<file path="config.mk">
export PLATFORM = sky130hd
export DESIGN_NAME = incremental_pid_step
export DESIGN_NICKNAME = d
export VERILOG_FILES = /design/src/rtl/core/ipid_pkg.sv /design/src/rtl/core/ipid_cfg_regs.sv /design/src/rtl/core/ipid_core.sv /design/src/rtl/core/incremental_pid_step.sv
export SDC_FILE = /design/constraint.sdc
export NUM_CORES = 2
export LEC_CHECK = 0
export BUFFER_PORTS_ARGS = -buffer_cell sky130_fd_sc_hd__buf_2
export CORE_MARGIN = 2
export CORE_UTILIZATION = 25
export DETAILED_ROUTE_END_ITERATION = 6
export PLACE_DENSITY = 0.42
export SYNTH_ARGS = -nofsm -noshare
export SYNTH_HDL_FRONTEND = slang
export SYNTH_HIERARCHICAL = 1
export SYNTH_SLANG_ARGS = --single-unit
</file>
<file path="constraint.sdc">
create_clock -name i_clk -period 18.3 [get_ports i_clk]
set_clock_uncertainty 0.1 [all_clocks]
set_input_delay 1.83 -clock i_clk [delete_from_list [all_inputs] [get_ports i_clk]]
set_output_delay 1.83 -clock i_clk [all_outputs]
set_load 0.01 [all_outputs]
</file>
<file path="src/rtl/core/ipid_pkg.sv">
package ipid_pkg;

    // Fraction bits of the Q8.8 gains; each product is shifted down by this much.
    localparam int unsigned FRAC_BITS = 8;

    localparam int unsigned DATA_W  = 16;
    localparam int unsigned ERR_W   = DATA_W + 1;
    localparam int unsigned PDIFF_W = ERR_W + 1;
    localparam int unsigned DDIFF_W = ERR_W + 2;
    localparam int unsigned PROD_P_W = DATA_W + PDIFF_W;
    localparam int unsigned PROD_I_W = DATA_W + ERR_W;
    localparam int unsigned PROD_D_W = DATA_W + DDIFF_W;
    localparam int unsigned SUM_W    = PROD_D_W + 2;

    localparam int unsigned APB_ADDR_W = 4;
    localparam int unsigned APB_DATA_W = 32;

    localparam logic KIND_SAMPLE = 1'b0;
    localparam logic KIND_CLEAR  = 1'b1;

    typedef enum logic [1:0] {
        REG_SETPOINT = 2'd0,
        REG_GAIN_P   = 2'd1,
        REG_GAIN_I   = 2'd2,
        REG_GAIN_D   = 2'd3
    } t_reg_idx;

    typedef struct packed {
        logic signed [DATA_W-1:0] setpoint;
        logic signed [DATA_W-1:0] gain_p;
        logic signed [DATA_W-1:0] gain_i;
        logic signed [DATA_W-1:0] gain_d;
    } t_cfg;

endpackage

</file>
<file path="src/rtl/core/ipid_cfg_regs.sv">
module ipid_cfg_regs (
    input  logic                              i_clk,
    input  logic                              i_rst_n,
    input  logic                              psel,
    input  logic                              penable,
    input  logic                              pwrite,
    input  logic [ipid_pkg::APB_ADDR_W-1:0]   paddr,
    input  logic [ipid_pkg::APB_DATA_W-1:0]   pwdata,
    output logic [ipid_pkg::APB_DATA_W-1:0]   prdata,
    output logic                              pready,
    output ipid_pkg::t_cfg                    o_cfg
);
    import ipid_pkg::*;

    t_cfg     r_cfg;
    t_reg_idx w_idx;
    logic     w_wr;
    logic [DATA_W-1:0] w_rd;

    assign pready = 1'b1;
    assign w_idx  = t_reg_idx'(paddr[APB_ADDR_W-1:2]);
    assign w_wr   = psel && penable && pwrite && pready;

    always_ff @(posedge i_clk) begin
        if (!i_rst_n) begin
            r_cfg <= '0;
        end else if (w_wr) begin
            unique case (w_idx)
                REG_SETPOINT: r_cfg.setpoint <= pwdata[DATA_W-1:0];
                REG_GAIN_P:   r_cfg.gain_p   <= pwdata[DATA_W-1:0];
                REG_GAIN_I:   r_cfg.gain_i   <= pwdata[DATA_W-1:0];
                REG_GAIN_D:   r_cfg.gain_d   <= pwdata[DATA_W-1:0];
            endcase
        end
    end

    always_comb begin
        unique case (w_idx)
            REG_SETPOINT: w_rd = r_cfg.setpoint;
            REG_GAIN_P:   w_rd = r_cfg.gain_p;
            REG_GAIN_I:   w_rd = r_cfg.gain_i;
            REG_GAIN_D:   w_rd = r_cfg.gain_d;
        endcase
    end

    // Registers are read back sign-extended to the bus width.
    assign prdata = {{(APB_DATA_W-DATA_W){w_rd[DATA_W-1]}}, w_rd};
    assign o_cfg  = r_cfg;

endmodule

</file>
<file path="src/rtl/core/ipid_core.sv">
module ipid_core (
    input  logic                             i_clk,
    input  logic                             i_rst_n,
    input  logic                             i_fire,
    input  logic                             i_kind,
    input  logic signed [ipid_pkg::DATA_W-1:0] i_measurement,
    input  ipid_pkg::t_cfg                   i_cfg,
    output logic signed [ipid_pkg::DATA_W-1:0] o_drive,
    output logic                             o_saturated
);
    import ipid_pkg::*;

    logic signed [ERR_W-1:0]    r_prev_error;
    logic signed [ERR_W-1:0]    r_prev_prev_error;
    logic signed [DATA_W-1:0]   r_prev_drive;

    logic signed [ERR_W-1:0]    w_err;
    logic signed [PDIFF_W-1:0]  w_pdiff;
    logic signed [DDIFF_W-1:0]  w_ddiff;
    logic signed [PROD_P_W-1:0] w_prod_p;
    logic signed [PROD_I_W-1:0] w_prod_i;
    logic signed [PROD_D_W-1:0] w_prod_d;
    logic signed [PROD_P_W-1:0] w_term_p;
    logic signed [PROD_I_W-1:0] w_term_i;
    logic signed [PROD_D_W-1:0] w_term_d;
    logic signed [SUM_W-1:0]    w_sum;
    logic                       w_ovf;
    logic signed [DATA_W-1:0]   w_clamped;

    assign w_err   = {i_measurement[DATA_W-1], i_measurement}
                   - {i_cfg.setpoint[DATA_W-1], i_cfg.setpoint};
    assign w_pdiff = {w_err[ERR_W-1], w_err} - {r_prev_error[ERR_W-1], r_prev_error};
    assign w_ddiff = {{2{w_err[ERR_W-1]}}, w_err}
                   - {r_prev_error[ERR_W-1], r_prev_error, 1'b0}
                   + {{2{r_prev_prev_error[ERR_W-1]}}, r_prev_prev_error};

    assign w_prod_p = $signed(i_cfg.gain_p) * w_pdiff;
    assign w_prod_i = $signed(i_cfg.gain_i) * r_prev_error;
    assign w_prod_d = $signed(i_cfg.gain_d) * w_ddiff;

    // Arithmetic shifts round toward minus infinity.
    assign w_term_p = w_prod_p >>> FRAC_BITS;
    assign w_term_i = w_prod_i >>> FRAC_BITS;
    assign w_term_d = w_prod_d >>> FRAC_BITS;

    assign w_sum = SUM_W'(r_prev_drive) + SUM_W'(w_term_p)
                 + SUM_W'(w_term_i) + SUM_W'(w_term_d);

    // The sum fits 16 bits only when every bit above bit 15 matches the sign.
    assign w_ovf = (w_sum[SUM_W-1:DATA_W-1] != '0) && (w_sum[SUM_W-1:DATA_W-1] != '1);

    always_comb begin
        if (!w_ovf) begin
            w_clamped = w_sum[DATA_W-1:0];
        end else if (w_sum[SUM_W-1]) begin
            w_clamped = {1'b1, {(DATA_W-1){1'b0}}};
        end else begin
            w_clamped = {1'b0, {(DATA_W-1){1'b1}}};
        end
    end

    always_comb begin
        if (i_kind == KIND_CLEAR) begin
            o_drive     = '0;
            o_saturated = 1'b0;
        end else begin
            o_drive     = w_clamped;
            o_saturated = w_ovf;
        end
    end

    always_ff @(posedge i_clk) begin
        if (!i_rst_n) begin
            r_prev_error      <= '0;
            r_prev_prev_error <= '0;
            r_prev_drive      <= '0;
        end else if (i_fire) begin
            if (i_kind == KIND_CLEAR) begin
                r_prev_error      <= '0;
                r_prev_prev_error <= '0;
                r_prev_drive      <= '0;
            end else begin
                r_prev_error      <= w_err;
                r_prev_prev_error <= r_prev_error;
                r_prev_drive      <= w_clamped;
            end
        end
    end

endmodule

</file>
<file path="src/rtl/core/incremental_pid_step.sv">
// An accepted input transaction waits in the input registers; its result is registered at the outputs.
// Throughput: one transaction per cycle while the output is not stalled, set by the loop from the error history
// and previous drive registers through the three gain multipliers and the sum back to them.
// Reset (synchronous, active low) clears the gains, setpoint, error history, previous
// drive and both valid flags; input and result payload registers are not reset.
module incremental_pid_step (
    input  logic                              i_clk,
    input  logic                              i_rst_n,
    input  logic                              psel,
    input  logic                              penable,
    input  logic                              pwrite,
    input  logic [ipid_pkg::APB_ADDR_W-1:0]   paddr,
    input  logic [ipid_pkg::APB_DATA_W-1:0]   pwdata,
    output logic [ipid_pkg::APB_DATA_W-1:0]   prdata,
    output logic                              pready,
    input  logic                              i_in_valid,
    output logic                              o_in_stall,
    input  logic                              i_kind,
    input  logic signed [ipid_pkg::DATA_W-1:0] i_measurement,
    output logic                              o_out_valid,
    input  logic                              i_out_stall,
    output logic signed [ipid_pkg::DATA_W-1:0] o_drive,
    output logic                              o_saturated
);
    import ipid_pkg::*;

    t_cfg                     w_cfg;
    logic                     r_in_valid;
    logic                     r_in_kind;
    logic signed [DATA_W-1:0] r_in_meas;
    logic                     r_out_valid;
    logic signed [DATA_W-1:0] r_out_drive;
    logic                     r_out_sat;
    logic                     w_out_ready;
    logic                     w_fire;
    logic                     w_in_take;
    logic signed [DATA_W-1:0] w_drive;
    logic                     w_sat;

    ipid_cfg_regs u_cfg (
        .i_clk   (i_clk),
        .i_rst_n (i_rst_n),
        .psel    (psel),
        .penable (penable),
        .pwrite  (pwrite),
        .paddr   (paddr),
        .pwdata  (pwdata),
        .prdata  (prdata),
        .pready  (pready),
        .o_cfg   (w_cfg)
    );

    ipid_core u_core (
        .i_clk         (i_clk),
        .i_rst_n       (i_rst_n),
        .i_fire        (w_fire),
        .i_kind        (r_in_kind),
        .i_measurement (r_in_meas),
        .i_cfg         (w_cfg),
        .o_drive       (w_drive),
        .o_saturated   (w_sat)
    );

    // The result register can take a new value when empty or being emptied this cycle.
    assign w_out_ready = !r_out_valid || !i_out_stall;
    assign w_fire      = r_in_valid && w_out_ready;
    assign o_in_stall  = r_in_valid && !w_out_ready;
    assign w_in_take   = i_in_valid && !o_in_stall;

    always_ff @(posedge i_clk) begin
        if (!i_rst_n) begin
            r_in_valid <= 1'b0;
        end else if (w_in_take) begin
            r_in_valid <= 1'b1;
        end else if (w_fire) begin
            r_in_valid <= 1'b0;
        end
    end

    always_ff @(posedge i_clk) begin
        if (w_in_take) begin
            r_in_kind <= i_kind;
            r_in_meas <= i_measurement;
        end
    end

    always_ff @(posedge i_clk) begin
        if (!i_rst_n) begin
            r_out_valid <= 1'b0;
        end else if (w_fire) begin
            r_out_valid <= 1'b1;
        end else if (!i_out_stall) begin
            r_out_valid <= 1'b0;
        end
    end

    always_ff @(posedge i_clk) begin
        if (w_fire) begin
            r_out_drive <= w_drive;
            r_out_sat   <= w_sat;
        end
    end

    assign o_out_valid = r_out_valid;
    assign o_drive     = r_out_drive;
    assign o_saturated = r_out_sat;

    a_clear_gives_zero: assert property (@(posedge i_clk) disable iff (!i_rst_n)
        (w_fire && r_in_kind == KIND_CLEAR) |=> (o_out_valid && o_drive == '0 && !o_saturated))
        else $error("clear transaction did not produce a zero result");

    a_sat_at_limit: assert property (@(posedge i_clk) disable iff (!i_rst_n)
        (o_out_valid && o_saturated) |->
            (o_drive == {1'b0, {(DATA_W-1){1'b1}}} || o_drive == {1'b1, {(DATA_W-1){1'b0}}}))
        else $error("saturated flag set but drive is not at a range limit");

    a_stall_only_when_full: assert property (@(posedge i_clk) disable iff (!i_rst_n)
        o_in_stall |-> (r_in_valid && r_out_valid && i_out_stall))
        else $error("input stalled while the result register could accept");

endmodule

</file>
==> results.json <==
{
  "first_global_vias": 33166,
  "crit_fanout": 16,
  "hp-class": "register to register",
  "crit_required_ps": 18400,
  "cts_tree": "yes",
  "synth_cells": 4774,
  "fin_crit_sh_pct": 83.6,
  "dr.pass1.iters": 5,
  "crit_slowest_cell": "nor3_4",
  "power_density_mw_per_mm2": 41.9,
  "crit_type": "register to register",
  "setup_ws_ps": 2990,
  "drt-total-wl_um": 135000,
  "port_buffers": 92,
  "fmax_mhz": 65.3,
  "chipHeight_um": 420,
  "irDropWorstVdd_mv": 0.0843,
  "synth_xor_area_share_pct": 3.24,
  "synth_top_cell_by_area": "fa_1",
  "core_area_mm2": 0.172,
  "drc": 0,
  "core.rowCount": 152,
  "numCtsBuffers": 17,
  "final_layout_size_suffix_gt1_share_pct": 5.84,
  "worst-endpoint-arrival_ps": 15410,
  "grtUsageTotal_pct": 15.7,
  "muxShareOfSynthArea_pct": 2.46,
  "clkSlewWorstSetupHoldPaths_ps": 70,
  "avgRoutedWirePerCell_um": 19.0,
  "cts_setup_buffers": 0,
  "worst_path_most_repeated_cell": "fa_1",
  "initial_utilization_pct": 25.2,
  "dp_hpwl_um": 112000,
  "grt_overflow": 0,
  "cts-root-buf": "clkbuf_16",
  "synth_compound_area_share_pct": 6.50,
  "clk_path_buf_depth": 2,
  "cts_sinks": 150,
  "pre_cts_ws_ps": 3000,
  "ys_ff_latch": 150,
  "grt_max_degree": 85,
  "rsz0062_at_grt": "no",
  "worst_slew_pin_slew_ps": 1200,
  "place_inst": 7069,
  "fin_nets": 6097,
  "die_w_um": 420,
  "cpPeakStageDelay_ps": 730,
  "finalHoldViolations": 0,
  "die_area_mm2": 0.176,
  "yosys.area.top_type_share_pct": 43.2,
  "synth_top_family_by_area": "adder cells",
  "critPathLaunchType": "register",
  "gp_congestion": 0.829,
  "ant_nets": 0,
  "setup_viol": 0,
  "ys_warn_count": 6,
  "drv_slew": 0,
  "clock_latency_ps": 480,
  "final_cells": 7115,
  "fin_setup_tns_ps": 0,
  "antenna_found_initial": 5,
  "status": "finished clean",
  "relSlewSlack_pct": 19.7,
  "avgViaCountPerCell": 4.35,
  "min_period_ps": 15310,
  "synth.net_count": 6093,
  "cap_violations": 0,
  "netlist_area_mm2": 0.0432,
  "synth_seq_area_share_pct": 7.74,
  "cts_hold_buf": 0,
  "synth.area.top_cells": "fa_1, inv_1, ha_1, nand2_1, dfxtp_1",
  "vias": 30974,
  "synthToLayoutAreaGrowth_pct": 8.92,
  "grt_pass1_wl_um": 208000,
  "postCtsResizedCells": 0,
  "synth-main-ff-cell": "dfxtp_1",
  "synth-edff-count": 34,
  "endpoint_kind": "register",
  "leakage_uw": 0.0217,
  "synth_adder_area_share_pct": 52.7,
  "drt_iter0_markers": 1384,
  "h-tree-depth": 4,
  "io_pins": 112,
  "async_reset_ff_share_pct": 0,
  "synth-simple-area-share_pct": 15.5,
  "syn_avg_cell_area_um2": 9.05,
  "ys_types": 93
}
## through the flow
| stage | total power, uW | instance area (um^2) | hold slack, ps | utilization, % |
|---|---|---|---|---|
| final | 1970 | 47100 | 352 | 27.4 |
| after global routing | 2110 | 47000 | 397 | 27.4 |
| after CTS | 2010 | 47000 | 361 | 27.4 |
| after detailed placement | 1610 | 46400 | 344 | 27.0 |
| after global placement | 1610 | 46400 | 345 | 27.0 |
| after floorplan | 1140 | 43200 | 325 | - |
## flip-flops by register name, indices dropped and copies added, names as in the netlist
name	count
o_out_valid	1
u_cfg/o_cfg	64
o_saturated	1
r_in_valid	1
o_drive	16
u_core/r_prev_prev_error	17
u_core/r_prev_drive	16
u_core/r_prev_error	17
r_in_kind	1
r_in_meas	16
## placed cells by master (no fill, tap or decap), types with 49 or more instances in the layout
cell type  netlist  routed
inv_1         1127    1127
fa_1           932     932
nand2_1        660     660
and2_1         355     355
ha_1           327     327
nor2_1         120     118
dfxtp_1        116     116
xnor2_1        103     102
a21oi_1         97      97
buf_4           19      92
buf_2           11      91
o21ai_0         73      73
mux2i_1         67      67
xor2_1          55      49
## logic make-up after synthesis
| family | Yosys count |
|---|---|
| other | 1 |
| buffers and inverters | 1327 |
| AO/OA/AOI/OAI | 407 |
| AND/OR/NAND/NOR | 1387 |
| flip-flops | 150 |
| multiplexers | 84 |
| XOR/XNOR | 159 |
| adder cells (fa/ha/maj) | 1259 |
## power by group
part | switching, uW | total (uW) | internal [uW]
combinational | 837 | 1220 | 379
clock | 192 | 375 | 183
sequential | 18.5 | 380 | 362
total | 1050 | 1970 | 924
## cell usage after synthesis (all sizes together), types with 8 or more instances
library cell	count
a211oi	14
xor2	55
o21a	31
ha	327
clkbuf	158
nand3	35
fa	932
inv	1129
nand2	660
a31oi	8
edfxtp	34
buf	40
mux2i	67
a21oi	98
nor3	44
xnor2	104
o31ai	24
a221o	13
nand4	13
o21ai	75
and2	357
or3	19
nor2	121
mux4	16
a21o	37
nor2b	48
nand2b	45
and3	12
dfxtp	116
or2	9
nor4	9
o22ai	24
## critical path: cells and delay by family, from the launching register on
kind                       cells  cell delay [ps]
and+or+nand+nor               12             3650
adders and majority gates     12             5600
AOI/OAI and AO/OA             18             3800
DFF                            1              610
muxes                          1              220
xor gates and xnor gates       2              680
buffers and inverters          5              350
## area by class of cell
type	instances	area, um^2
repair buffers	183	1150
multi-input cells	3297	34800
clock inverters	15	159
flip-flops and latches	150	3340
fillers	18567	125000
diodes	14	35.0
well taps	2310	2890
inverters	1129	4240
clock buffers	17	425
## metal layers
layer | GRT usage [%] | share of wire, %
met5 | 0 | 0
met4 | 5.15 | 3.1
met3 | 0.680 | 2.4
met2 | 27.3 | 50
met1 | 21.1 | 45
## final timing paths
kind,from,end,slack [ps],cells past startpoint
max,r_in_meas[2],o_saturated,2990,50
min,u_core/r_prev_drive[0],u_core/r_prev_drive[0],350,2
max reg2reg,r_in_meas[2],o_saturated,2990,50
min reg2reg,u_core/r_prev_drive[0],u_core/r_prev_drive[0],350,2
(Power assumes the default switching activity.)
